`src/hdl/rau_pkg.sv`:
```
package rau_pkg;

    // operand width actually used from each 32-bit field
    localparam int NUM_W   = 32;
    localparam int FIELD_W = 32;
    localparam int PROD_W  = 2 * NUM_W;
    localparam int ALU_W   = PROD_W + 1;
    localparam int SHIFT_W = $clog2(PROD_W);
    localparam int CNT_W   = $clog2(NUM_W);
    localparam int CMD_W   = 3;
    localparam int ERR_W   = 2;

    localparam logic [CMD_W-1:0] CMD_ADD = 3'd0;
    localparam logic [CMD_W-1:0] CMD_SUB = 3'd1;
    localparam logic [CMD_W-1:0] CMD_MUL = 3'd2;
    localparam logic [CMD_W-1:0] CMD_DIV = 3'd3;
    localparam logic [CMD_W-1:0] CMD_GT  = 3'd4;
    localparam logic [CMD_W-1:0] CMD_EQ  = 3'd5;

    localparam logic [ERR_W-1:0] ERR_OK   = 2'd0;
    localparam logic [ERR_W-1:0] ERR_DIV0 = 2'd1;
    localparam logic [ERR_W-1:0] ERR_ZDEN = 2'd2;
    localparam logic [ERR_W-1:0] ERR_OVF  = 2'd3;

    localparam logic ALU_ADD = 1'b0;
    localparam logic ALU_SUB = 1'b1;

    typedef struct packed {
        logic [ALU_W-1:0] res;
        logic             lt;   // a < b, valid for subtract
        logic             eq;
    } t_alu_res;

endpackage

```
`src/hdl/rational_arith_unit.sv`:
```
// Rational arithmetic unit: add, subtract, multiply, divide, greater-than and
// equal on two signed fractions (signed numerator over unsigned denominator).
// Input channel: i_valid / o_stall with i_command and the four operand fields.
// A word is taken when i_valid is high and o_stall low. o_stall stays high
// from the word's acceptance until its result has been handed to the output
// register, so one word is in work at a time.
// Output channel: o_valid / i_stall with o_res_num, o_res_den, o_truth and
// o_error. The result sits in an output register; while the receiver stalls,
// the block still accepts and works on the next word and holds that result
// internally until the output register frees.
// Multiply and divide take three passes through one 32x32 multiplier, a binary
// GCD on the 64-bit magnitude and denominator (common trailing-zero shifts, then
// subtract/shift steps), then two restoring divisions of NUM_W steps each on the
// shared subtractor; add and subtract also pass through an order and a combine
// step after the products. Unused commands and errors found at the input go
// straight to the finish state, compares end after the order step, and zero
// results skip the GCD and the divisions.
// Reset (synchronous, active low) returns the sequencer to idle and empties
// the output register; no stored state survives between words.
module rational_arith_unit (
    input  logic                                i_clk,
    input  logic                                i_rst_n,
    input  logic                                i_valid,
    output logic                                o_stall,
    input  logic [rau_pkg::CMD_W-1:0]           i_command,
    input  logic signed [rau_pkg::FIELD_W-1:0]  i_a_num,
    input  logic [rau_pkg::FIELD_W-1:0]         i_a_den,
    input  logic signed [rau_pkg::FIELD_W-1:0]  i_b_num,
    input  logic [rau_pkg::FIELD_W-1:0]         i_b_den,
    output logic                                o_valid,
    input  logic                                i_stall,
    output logic signed [rau_pkg::FIELD_W-1:0]  o_res_num,
    output logic [rau_pkg::FIELD_W-1:0]         o_res_den,
    output logic                                o_truth,
    output logic [rau_pkg::ERR_W-1:0]           o_error
);

    localparam int W = rau_pkg::NUM_W;
    localparam int P = rau_pkg::PROD_W;

    localparam logic [3:0] S_IDLE   = 4'd0;
    localparam logic [3:0] S_CHECK  = 4'd1;
    localparam logic [3:0] S_MUL0   = 4'd2;
    localparam logic [3:0] S_MUL1   = 4'd3;
    localparam logic [3:0] S_MUL2   = 4'd4;
    localparam logic [3:0] S_ORDER  = 4'd5;
    localparam logic [3:0] S_COMB   = 4'd6;
    localparam logic [3:0] S_GINIT  = 4'd7;
    localparam logic [3:0] S_TZ     = 4'd8;
    localparam logic [3:0] S_GCD    = 4'd9;
    localparam logic [3:0] S_PRE    = 4'd10;
    localparam logic [3:0] S_DIV    = 4'd11;
    localparam logic [3:0] S_FINAL  = 4'd12;
    localparam logic [3:0] S_FINISH = 4'd13;

    // control
    logic [3:0] r_state, n_state;
    logic       r_ovalid, n_ovalid;

    // operands
    logic [rau_pkg::CMD_W-1:0] r_cmd, n_cmd;
    logic signed [W-1:0]       r_an, n_an, r_bn, n_bn;
    logic [W-1:0]              r_ad, n_ad, r_bd, n_bd;
    logic [W-1:0]              r_am, n_am, r_bm, n_bm;   // magnitudes
    logic                      r_an_neg, n_an_neg, r_bn_neg, n_bn_neg;
    logic                      r_sb, n_sb;               // effective sign of b term
    logic                      r_neg, n_neg;             // result sign
    logic                      r_swap, n_swap;

    // products, GCD and division
    logic [P-1:0]                  r_m1, n_m1, r_m2, n_m2, r_den, n_den;
    logic [P-1:0]                  r_u, n_u, r_v, n_v, r_g, n_g, r_rem, n_rem;
    logic [rau_pkg::SHIFT_W-1:0]   r_k, n_k;
    logic                          r_lane, n_lane;
    logic [W-1:0]                  r_dvd, n_dvd, r_q, n_q, r_qm, n_qm;
    logic [rau_pkg::CNT_W-1:0]     r_cnt, n_cnt;

    // staged result and output register
    logic [rau_pkg::FIELD_W-1:0] r_rn, n_rn, r_rd, n_rd;
    logic                        r_rt, n_rt;
    logic [rau_pkg::ERR_W-1:0]   r_re, n_re;
    logic [rau_pkg::FIELD_W-1:0] r_o_num, n_o_num, r_o_den, n_o_den;
    logic                        r_o_truth, n_o_truth;
    logic [rau_pkg::ERR_W-1:0]   r_o_err, n_o_err;

    // shared units
    logic [W-1:0]              mul_x, mul_y;
    logic [P-1:0]              prod;
    logic [rau_pkg::ALU_W-1:0] alu_a, alu_b;
    logic                      alu_op;
    rau_pkg::t_alu_res         alu;

    logic [P-1:0]              div_src;
    logic [rau_pkg::ALU_W-1:0] trial;
    logic [W-1:0]              q_next;
    logic signed [W-1:0]       fin_num;
    logic                      fin_ovf;
    logic                      cmp_gt, cmp_eq;
    logic                      is_cmp, cmd_ok, zden, out_free;

    assign o_stall   = (r_state != S_IDLE);
    assign o_valid   = r_ovalid;
    assign o_res_num = r_o_num;
    assign o_res_den = r_o_den;
    assign o_truth   = r_o_truth;
    assign o_error   = r_o_err;

    assign out_free = !r_ovalid || !i_stall;

    assign is_cmp = (r_cmd == rau_pkg::CMD_GT) || (r_cmd == rau_pkg::CMD_EQ);
    assign cmd_ok = (r_cmd <= rau_pkg::CMD_EQ);
    assign zden   = ((r_an != '0) && (r_ad == '0)) || ((r_bn != '0) && (r_bd == '0));

    // one multiplier, one product per cycle
    always_comb begin
        mul_x = r_am;
        mul_y = r_bd;
        case (r_state)
            S_MUL0: begin
                mul_x = r_am;
                mul_y = (r_cmd == rau_pkg::CMD_MUL) ? r_bm : r_bd;
            end
            S_MUL1: begin
                mul_x = r_bm;
                mul_y = r_ad;
            end
            S_MUL2: begin
                mul_x = r_ad;
                mul_y = (r_cmd == rau_pkg::CMD_DIV) ? r_bm : r_bd;
            end
            default: begin
                mul_x = r_am;
                mul_y = r_bd;
            end
        endcase
    end

    assign prod = P'(mul_x) * P'(mul_y);

    // division lane: magnitude first, then denominator
    assign div_src = r_lane ? r_den : r_m1;
    assign trial   = {r_rem, r_dvd[W-1]};
    assign q_next  = {r_q[W-2:0], ~alu.lt};

    // shared subtractor operand select
    always_comb begin
        alu_a  = {1'b0, r_m1};
        alu_b  = {1'b0, r_m2};
        alu_op = rau_pkg::ALU_SUB;
        case (r_state)
            S_COMB: begin
                if (r_an_neg == r_sb) begin
                    alu_op = rau_pkg::ALU_ADD;
                end else if (r_swap) begin
                    alu_a = {1'b0, r_m2};
                    alu_b = {1'b0, r_m1};
                end
            end
            S_GCD: begin
                alu_a = {1'b0, r_u};
                alu_b = {1'b0, r_v};
            end
            S_PRE: begin
                alu_a = rau_pkg::ALU_W'(div_src[P-1:W]);
                alu_b = {1'b0, r_g};
            end
            S_DIV: begin
                alu_a = trial;
                alu_b = {1'b0, r_g};
            end
            default: begin
                alu_a = {1'b0, r_m1};
                alu_b = {1'b0, r_m2};
            end
        endcase
    end

    rau_alu u_alu (
        .i_a   (alu_a),
        .i_b   (alu_b),
        .i_op  (alu_op),
        .o_res (alu)
    );

    // sign-magnitude compare of the two cross products
    always_comb begin
        if (!r_an_neg && r_bn_neg) begin
            cmp_gt = 1'b1;
        end else if (r_an_neg && !r_bn_neg) begin
            cmp_gt = 1'b0;
        end else if (r_an_neg) begin
            cmp_gt = alu.lt;
        end else begin
            cmp_gt = !alu.lt && !alu.eq;
        end
    end

    assign cmp_eq = (r_an_neg == r_bn_neg) && alu.eq;

    // a negative result may reach -2^(W-1)
    assign fin_ovf = r_neg ? (r_qm[W-1] && (r_qm[W-2:0] != '0)) : r_qm[W-1];
    assign fin_num = r_neg ? -r_qm : r_qm;

    always_comb begin
        n_state   = r_state;
        n_cmd     = r_cmd;
        n_an      = r_an;
        n_bn      = r_bn;
        n_ad      = r_ad;
        n_bd      = r_bd;
        n_am      = r_am;
        n_bm      = r_bm;
        n_an_neg  = r_an_neg;
        n_bn_neg  = r_bn_neg;
        n_sb      = r_sb;
        n_neg     = r_neg;
        n_swap    = r_swap;
        n_m1      = r_m1;
        n_m2      = r_m2;
        n_den     = r_den;
        n_u       = r_u;
        n_v       = r_v;
        n_g       = r_g;
        n_k       = r_k;
        n_lane    = r_lane;
        n_rem     = r_rem;
        n_dvd     = r_dvd;
        n_q       = r_q;
        n_qm      = r_qm;
        n_cnt     = r_cnt;
        n_rn      = r_rn;
        n_rd      = r_rd;
        n_rt      = r_rt;
        n_re      = r_re;
        n_o_num   = r_o_num;
        n_o_den   = r_o_den;
        n_o_truth = r_o_truth;
        n_o_err   = r_o_err;
        n_ovalid  = r_ovalid && i_stall;

        unique case (r_state)
            S_IDLE: begin
                if (i_valid) begin
                    n_cmd   = i_command;
                    n_an    = i_a_num[W-1:0];
                    n_ad    = i_a_den[W-1:0];
                    n_bn    = i_b_num[W-1:0];
                    n_bd    = i_b_den[W-1:0];
                    n_state = S_CHECK;
                end
            end
            S_CHECK: begin
                n_rn = '0;
                n_rd = '0;
                n_rt = 1'b0;
                n_re = rau_pkg::ERR_OK;
                if (!cmd_ok) begin
                    n_state = S_FINISH;
                end else if (zden) begin
                    n_re    = rau_pkg::ERR_ZDEN;
                    n_state = S_FINISH;
                end else if ((r_cmd == rau_pkg::CMD_DIV) && (r_bn == '0)) begin
                    n_re    = rau_pkg::ERR_DIV0;
                    n_state = S_FINISH;
                end else begin
                    // zero operand counts as 0/1
                    if (r_an == '0) begin
                        n_ad = W'(1);
                    end
                    if (r_bn == '0) begin
                        n_bd = W'(1);
                    end
                    n_an_neg = r_an[W-1];
                    n_bn_neg = r_bn[W-1];
                    n_am     = r_an[W-1] ? -r_an : r_an;
                    n_bm     = r_bn[W-1] ? -r_bn : r_bn;
                    n_sb     = (r_cmd == rau_pkg::CMD_SUB) ?
                               (!r_bn[W-1] && (r_bn != '0)) : r_bn[W-1];
                    n_state  = S_MUL0;
                end
            end
            S_MUL0: begin
                n_m1    = prod;
                n_state = S_MUL1;
            end
            S_MUL1: begin
                n_m2    = prod;
                n_state = S_MUL2;
            end
            S_MUL2: begin
                n_den = prod;
                case (r_cmd) inside
                    rau_pkg::CMD_MUL, rau_pkg::CMD_DIV: begin
                        n_neg   = r_an_neg ^ r_bn_neg;
                        n_state = S_GINIT;
                    end
                    default: begin
                        n_state = S_ORDER;
                    end
                endcase
            end
            S_ORDER: begin
                n_swap = alu.lt;
                if (is_cmp) begin
                    n_rt    = (r_cmd == rau_pkg::CMD_GT) ? cmp_gt : cmp_eq;
                    n_state = S_FINISH;
                end else begin
                    n_state = S_COMB;
                end
            end
            S_COMB: begin
                n_m1    = alu.res[P-1:0];
                n_neg   = (r_an_neg != r_sb) && r_swap ? r_sb : r_an_neg;
                n_state = S_GINIT;
            end
            S_GINIT: begin
                if (r_m1 == '0) begin
                    n_state = S_FINISH;
                end else begin
                    n_u     = r_m1;
                    n_v     = r_den;
                    n_k     = '0;
                    n_state = S_TZ;
                end
            end
            S_TZ: begin
                // strip the common power of two
                if (r_u[0] || r_v[0]) begin
                    n_state = S_GCD;
                end else begin
                    n_u = r_u >> 1;
                    n_v = r_v >> 1;
                    n_k = r_k + 1'b1;
                end
            end
            S_GCD: begin
                if (alu.eq) begin
                    n_g     = r_u << r_k;
                    n_lane  = 1'b0;
                    n_state = S_PRE;
                end else if (!r_u[0]) begin
                    n_u = r_u >> 1;
                end else if (!r_v[0]) begin
                    n_v = r_v >> 1;
                end else if (alu.lt) begin
                    n_u = r_v;
                    n_v = r_u;
                end else begin
                    n_u = alu.res[P-1:0] >> 1;
                end
            end
            S_PRE: begin
                // quotient of W+1 bits or more cannot fit
                if (!alu.lt) begin
                    n_re    = rau_pkg::ERR_OVF;
                    n_state = S_FINISH;
                end else begin
                    n_rem   = P'(div_src[P-1:W]);
                    n_dvd   = div_src[W-1:0];
                    n_q     = '0;
                    n_cnt   = rau_pkg::CNT_W'(W - 1);
                    n_state = S_DIV;
                end
            end
            S_DIV: begin
                n_rem = alu.lt ? trial[P-1:0] : alu.res[P-1:0];
                n_q   = q_next;
                n_dvd = r_dvd << 1;
                n_cnt = r_cnt - 1'b1;
                if (r_cnt == '0) begin
                    if (!r_lane) begin
                        n_qm    = q_next;
                        n_lane  = 1'b1;
                        n_state = S_PRE;
                    end else begin
                        n_state = S_FINAL;
                    end
                end
            end
            S_FINAL: begin
                if (fin_ovf) begin
                    n_re = rau_pkg::ERR_OVF;
                end else begin
                    n_rn = rau_pkg::FIELD_W'(fin_num);
                    n_rd = rau_pkg::FIELD_W'(r_q);
                end
                n_state = S_FINISH;
            end
            S_FINISH: begin
                if (out_free) begin
                    n_o_num   = r_rn;
                    n_o_den   = r_rd;
                    n_o_truth = r_rt;
                    n_o_err   = r_re;
                    n_ovalid  = 1'b1;
                    n_state   = S_IDLE;
                end
            end
            default: begin
                n_state = S_IDLE;
            end
        endcase
    end

    always_ff @(posedge i_clk) begin
        if (!i_rst_n) begin
            r_state  <= S_IDLE;
            r_ovalid <= 1'b0;
        end else begin
            r_state  <= n_state;
            r_ovalid <= n_ovalid;
        end
    end

    always_ff @(posedge i_clk) begin
        r_cmd     <= n_cmd;
        r_an      <= n_an;
        r_bn      <= n_bn;
        r_ad      <= n_ad;
        r_bd      <= n_bd;
        r_am      <= n_am;
        r_bm      <= n_bm;
        r_an_neg  <= n_an_neg;
        r_bn_neg  <= n_bn_neg;
        r_sb      <= n_sb;
        r_neg     <= n_neg;
        r_swap    <= n_swap;
        r_m1      <= n_m1;
        r_m2      <= n_m2;
        r_den     <= n_den;
        r_u       <= n_u;
        r_v       <= n_v;
        r_g       <= n_g;
        r_k       <= n_k;
        r_lane    <= n_lane;
        r_rem     <= n_rem;
        r_dvd     <= n_dvd;
        r_q       <= n_q;
        r_qm      <= n_qm;
        r_cnt     <= n_cnt;
        r_rn      <= n_rn;
        r_rd      <= n_rd;
        r_rt      <= n_rt;
        r_re      <= n_re;
        r_o_num   <= n_o_num;
        r_o_den   <= n_o_den;
        r_o_truth <= n_o_truth;
        r_o_err   <= n_o_err;
    end

    // GCD operands never reach zero
    a_gcd_nonzero: assert property (@(posedge i_clk) disable iff (!i_rst_n)
        (r_state == S_GCD) |-> ((r_u != '0) && (r_v != '0)))
        else $error("gcd operand became zero");

    // after the common twos are stripped, one operand stays odd
    a_gcd_odd: assert property (@(posedge i_clk) disable iff (!i_rst_n)
        (r_state == S_GCD) |-> (r_u[0] || r_v[0]))
        else $error("gcd lost its odd operand");

    // restoring division keeps the partial remainder below the divisor
    a_div_rem: assert property (@(posedge i_clk) disable iff (!i_rst_n)
        (r_state == S_DIV) |-> (r_rem < r_g))
        else $error("division remainder out of range");

    // a finished word moves to the output as soon as the register frees
    a_finish_load: assert property (@(posedge i_clk) disable iff (!i_rst_n)
        ((r_state == S_FINISH) && out_free) |=> (o_valid && (r_state == S_IDLE)))
        else $error("finished word not loaded to output");

endmodule

```
`src/hdl/rau_alu.sv`:
```
module rau_alu (
    input  logic [rau_pkg::ALU_W-1:0] i_a,
    input  logic [rau_pkg::ALU_W-1:0] i_b,
    input  logic                      i_op,
    output rau_pkg::t_alu_res         o_res
);

    logic                      sub;
    logic [rau_pkg::ALU_W-1:0] b_opnd;
    logic [rau_pkg::ALU_W:0]   sum;

    assign sub    = (i_op == rau_pkg::ALU_SUB);
    assign b_opnd = sub ? ~i_b : i_b;
    assign sum    = {1'b0, i_a} + {1'b0, b_opnd} + {{rau_pkg::ALU_W{1'b0}}, sub};

    // no carry out of a subtract means a borrow
    assign o_res.res = sum[rau_pkg::ALU_W-1:0];
    assign o_res.lt  = sub & ~sum[rau_pkg::ALU_W];
    assign o_res.eq  = (i_a == i_b);

endmodule
```
`config.mk`:
```
export PLATFORM = sky130hd
export DESIGN_NAME = rational_arith_unit
export DESIGN_NICKNAME = d
export VERILOG_FILES = /design/src/hdl/rau_pkg.sv /design/src/hdl/rational_arith_unit.sv /design/src/hdl/rau_alu.sv
export SDC_FILE = /design/constraint.sdc
export NUM_CORES = 2
export LEC_CHECK = 0
export ABC_AREA = 1
export BUFFER_PORTS_ARGS = -buffer_cell sky130_fd_sc_hd__buf_2
export CAP_MARGIN = 15
export CORE_MARGIN = 1
export CORE_UTILIZATION = 60
export CTS_CLUSTER_DIAMETER = 120
export DETAILED_ROUTE_END_ITERATION = 12
export PLACE_DENSITY = 0.86
export SETUP_SLACK_MARGIN = 0.3
export SYNTH_ARGS = -nofsm -noshare
export SYNTH_HDL_FRONTEND = slang
export SYNTH_SLANG_ARGS = --single-unit
```
`constraint.sdc`:
```
create_clock -name i_clk -period 24.9 [get_ports i_clk]
set_clock_uncertainty 0.05 [all_clocks]
set_input_delay 2.49 -clock i_clk [delete_from_list [all_inputs] [get_ports i_clk]]
set_output_delay 2.49 -clock i_clk [all_outputs]
set_load 0.03 [all_outputs]
```
==> impl_metrics.toml <==
[sta]
finalCriticalPeriod_ps = 12210
timing.fmax_mhz = 81.87
setup_slack_ps = 12690
finalHoldViolCount = 0
post-route-period-util_pct = 49.05
slew_viol_final = 7
slew_headroom_pct = -0.8162
rsz0062_at_grt = "no"
setup_viol = 0
tns_ps = 0
worstMarginPinSlew_ps = 1507

[routing]
detail_route.iter0.violations = 10810
vias_per_cell = 6.305
wl_um = 324400
wire_per_inst_um = 26.92
drtPass1Iterations = 9
vias = 75980
ant_nets = 0
drc = 0

[floorplanning]
row_count = 137
fp.dieH_um = 378.3
dieArea_mm2 = 0.1431
initial_utilization_pct = 60.68
core-area_mm2 = 0.1400
pin_count = 204
die-width_um = 378.3

[synth]
async_flop_share_pct = 0
syn-cell-area_mm2 = 0.08497
synth_xor_area_share_pct = 2.639
synth_top_family_by_area = "adder cells"
yosysTopAreaCell = "edfxtp_1"
synth-seq-cells = 895
synth_cells = 10090
synth-compound-area-share_pct = 10.65
synth_top_area_share_pct = 31.45
ys_warn_count = 0
ys.flop_type = "edfxtp_1"
syn-mean-instance-area_um2 = 8.423
synth-simple-area-share_pct = 17.00
synth_edf_count = 890
synthAdderAreaFrac_pct = 26.05
yosysSeqAreaShare_pct = 31.57
syn_nets = 11450
synth_area_leaders = "edfxtp_1 31%, fa_1 21%, nand2_1 10%"
yosys-mux-area-fraction_pct = 1.107
synth_cell_type_count = 65

[place]
port_buffers = 203
hpwlAfterDp_um = 243200
gp_congestion = 1.185
place_ws_ps = 13090

[critical_path]
timing.rr.end = "r_m1[56]$_DFFE_PP_"
crit_path_end = "r_m1[56]$_DFFE_PP_"
critical_path.most_common_cell = "fa_1"
critPathMaxStageDelay_ps = 1090
cp-end-kind = "register"
cp_data_arrival_time_ps = 12750
crit_start = "r_state[1]$_SDFFE_PN0P_"
required_ps = 25430
cp_max_fo = 41
reg2reg_from = "r_state[1]$_SDFFE_PN0P_"
critPathKind = "reg -> reg"
r2r_setup_slack_ps = 12690
startpoint_type = "register"
cpMaxStageDelayCell = "clkinv_1"
rr_worst_depth = 35

[run_status]
violations = "capacitance limit, slew limit"
outcome = "finished, violations left"

[clock_tree]
clk_latency_ps = 780
clock_sinks = 895
ctsHoldBuffers = 0
tritoncts = "built"
cts_buffer_depth = 3
cts_setup_buffers = 0
path_clk_slew_ps = 70
cts_resized = 0
h-tree-depth = 3
cts_buffers = 94
cts_root_buf = "clkbuf_16"

[final_layout]
synthToLayoutAreaGrowth_pct = 7.387
final_nets = 11460
drive_gt1_share_pct = 6.364
mostFrequentLayoutCells = "2324 x nand2_1, 1937 x inv_1, 897 x fa_1, 890 x edfxtp_1, 852 x nor2_1"
final_common_cell = "nand2_1"

[job]
maxCapViolations = 1

[grt]
grt_pass1_vias = 77090
grt_pass1_wl_um = 476400
groute.usage.overall_pct = 45.62
antenna_found_initial = 21
grt.overflow.total = 0
grt_start_max_net_pins = 143

[hold_path]
hold_path.class = "reg -> reg"
## layer usage
metal	share of wire, %	routed length, µm	GRT usage, %	up-vias
met3	14	46330	15.56	2003
met5	0.042	135	0	-
li1	-	-	-	31920
met1	31	101800	50.84	35820
met2	43	138900	69.26	6215
met4	11	37180	41.09	22
## registers in the layout (all words and copies together), names as in the netlist, 64 cells and up
name and cells:
r_den 64, r_g 64, r_m1 64, r_m2 64
r_rem 64, r_u 64, r_v 64
## layout make-up
type,count,area (µm²)
multi-input combinational,6751,49070
fill,11380,48800
sequential,895,26830
inverter,1976,7422
clock buffer,109,2409
tap,1876,2347
timing repair buffer,373,2327
clock inverter,62,819.5
antenna,10,25.02
## cells by family (layout without fill, tap and decap cells)
group | after synthesis | count (layout)
AO/OA/AOI/OAI | 1541 | 1541
XOR/XNOR | 256 | 256
AND/OR/NAND/NOR | 3629 | 3629
flip-flops | 895 | 895
other | 0 | 10
adder cells (fa/ha/maj) | 1231 | 1231
multiplexers | 94 | 94
buffers and inverters | 2442 | 2520
## cell usage after synthesis, types with 9 or more instances
library cell	instances
a211oi_1	12
a21boi_0	20
a21o_1	12
a21oi_1	423
a21oi_2	9
a22oi_1	48
a31oi_1	75
buf_1	41
buf_2	58
buf_4	10
clkbuf_1	349
clkinv_1	17
edfxtp_1	890
fa_1	897
ha_1	334
inv_1	1941
inv_2	18
mux2i_1	94
nand2_1	2327
nand3_1	210
nand4_1	40
nor2_1	862
nor3_1	72
nor4_1	52
o2111ai_1	15
o211ai_1	68
o21a_1	27
o21ai_0	619
o21ai_1	21
o21bai_1	11
o221ai_1	101
o22ai_1	32
or2_2	22
xnor2_1	68
xor2_1	188
## stage by stage
step | area (µm²) | std cells | hold WS [ps] | util, %
6_report | 91250 | 12050 | 348.6 | 65.16
5_1_grt | 91230 | 12040 | 369.3 | 65.14
4_1_cts | 91170 | 12040 | 348.3 | 65.10
3_5_place_dp | 87950 | 11870 | 354.5 | 62.80
3_3_place_gp | 87930 | 11860 | 352.5 | 62.78
2_1_floorplan | 84970 | 10090 | 350.3 | -
## how the worst min path moves through the flow
| stage | startpoint | end | cells past startpoint |
|---|---|---|---|
| 6_report | r_q[26]$_SDFFCE_PN0P_ | r_qm[27]$_DFFE_PP_ | 0 |
| 5_1_grt | r_rn[21]$_SDFFCE_PN0P_ | o_res_num[21]$_DFFE_PP_ | 0 |
| 4_1_cts | r_q[26]$_SDFFCE_PN0P_ | r_qm[27]$_DFFE_PP_ | 0 |
| 3_5_place_dp | r_rd[24]$_SDFFCE_PN0P_ | o_res_den[24]$_DFFE_PP_ | 0 |
| 3_3_place_gp | r_rn[8]$_SDFFCE_PN0P_ | o_res_num[8]$_DFFE_PP_ | 0 |
| 2_1_floorplan | r_re[0]$_SDFFCE_PP1P_ | o_error[0]$_DFFE_PP_ | 0 |
## critical path: cells and delay by family, from the launching register on
family	cells	cell delay (ps)
buf+inv	10	3350
fa+ha+maj	9	4440
flops	1	310
compound gates	9	2380
xor+xnor	1	590
simple gates	6	920
Power is left out: the tool's default activity adds up to more than one toggle a clock period on the data nets, which glitch-free logic cannot reach.
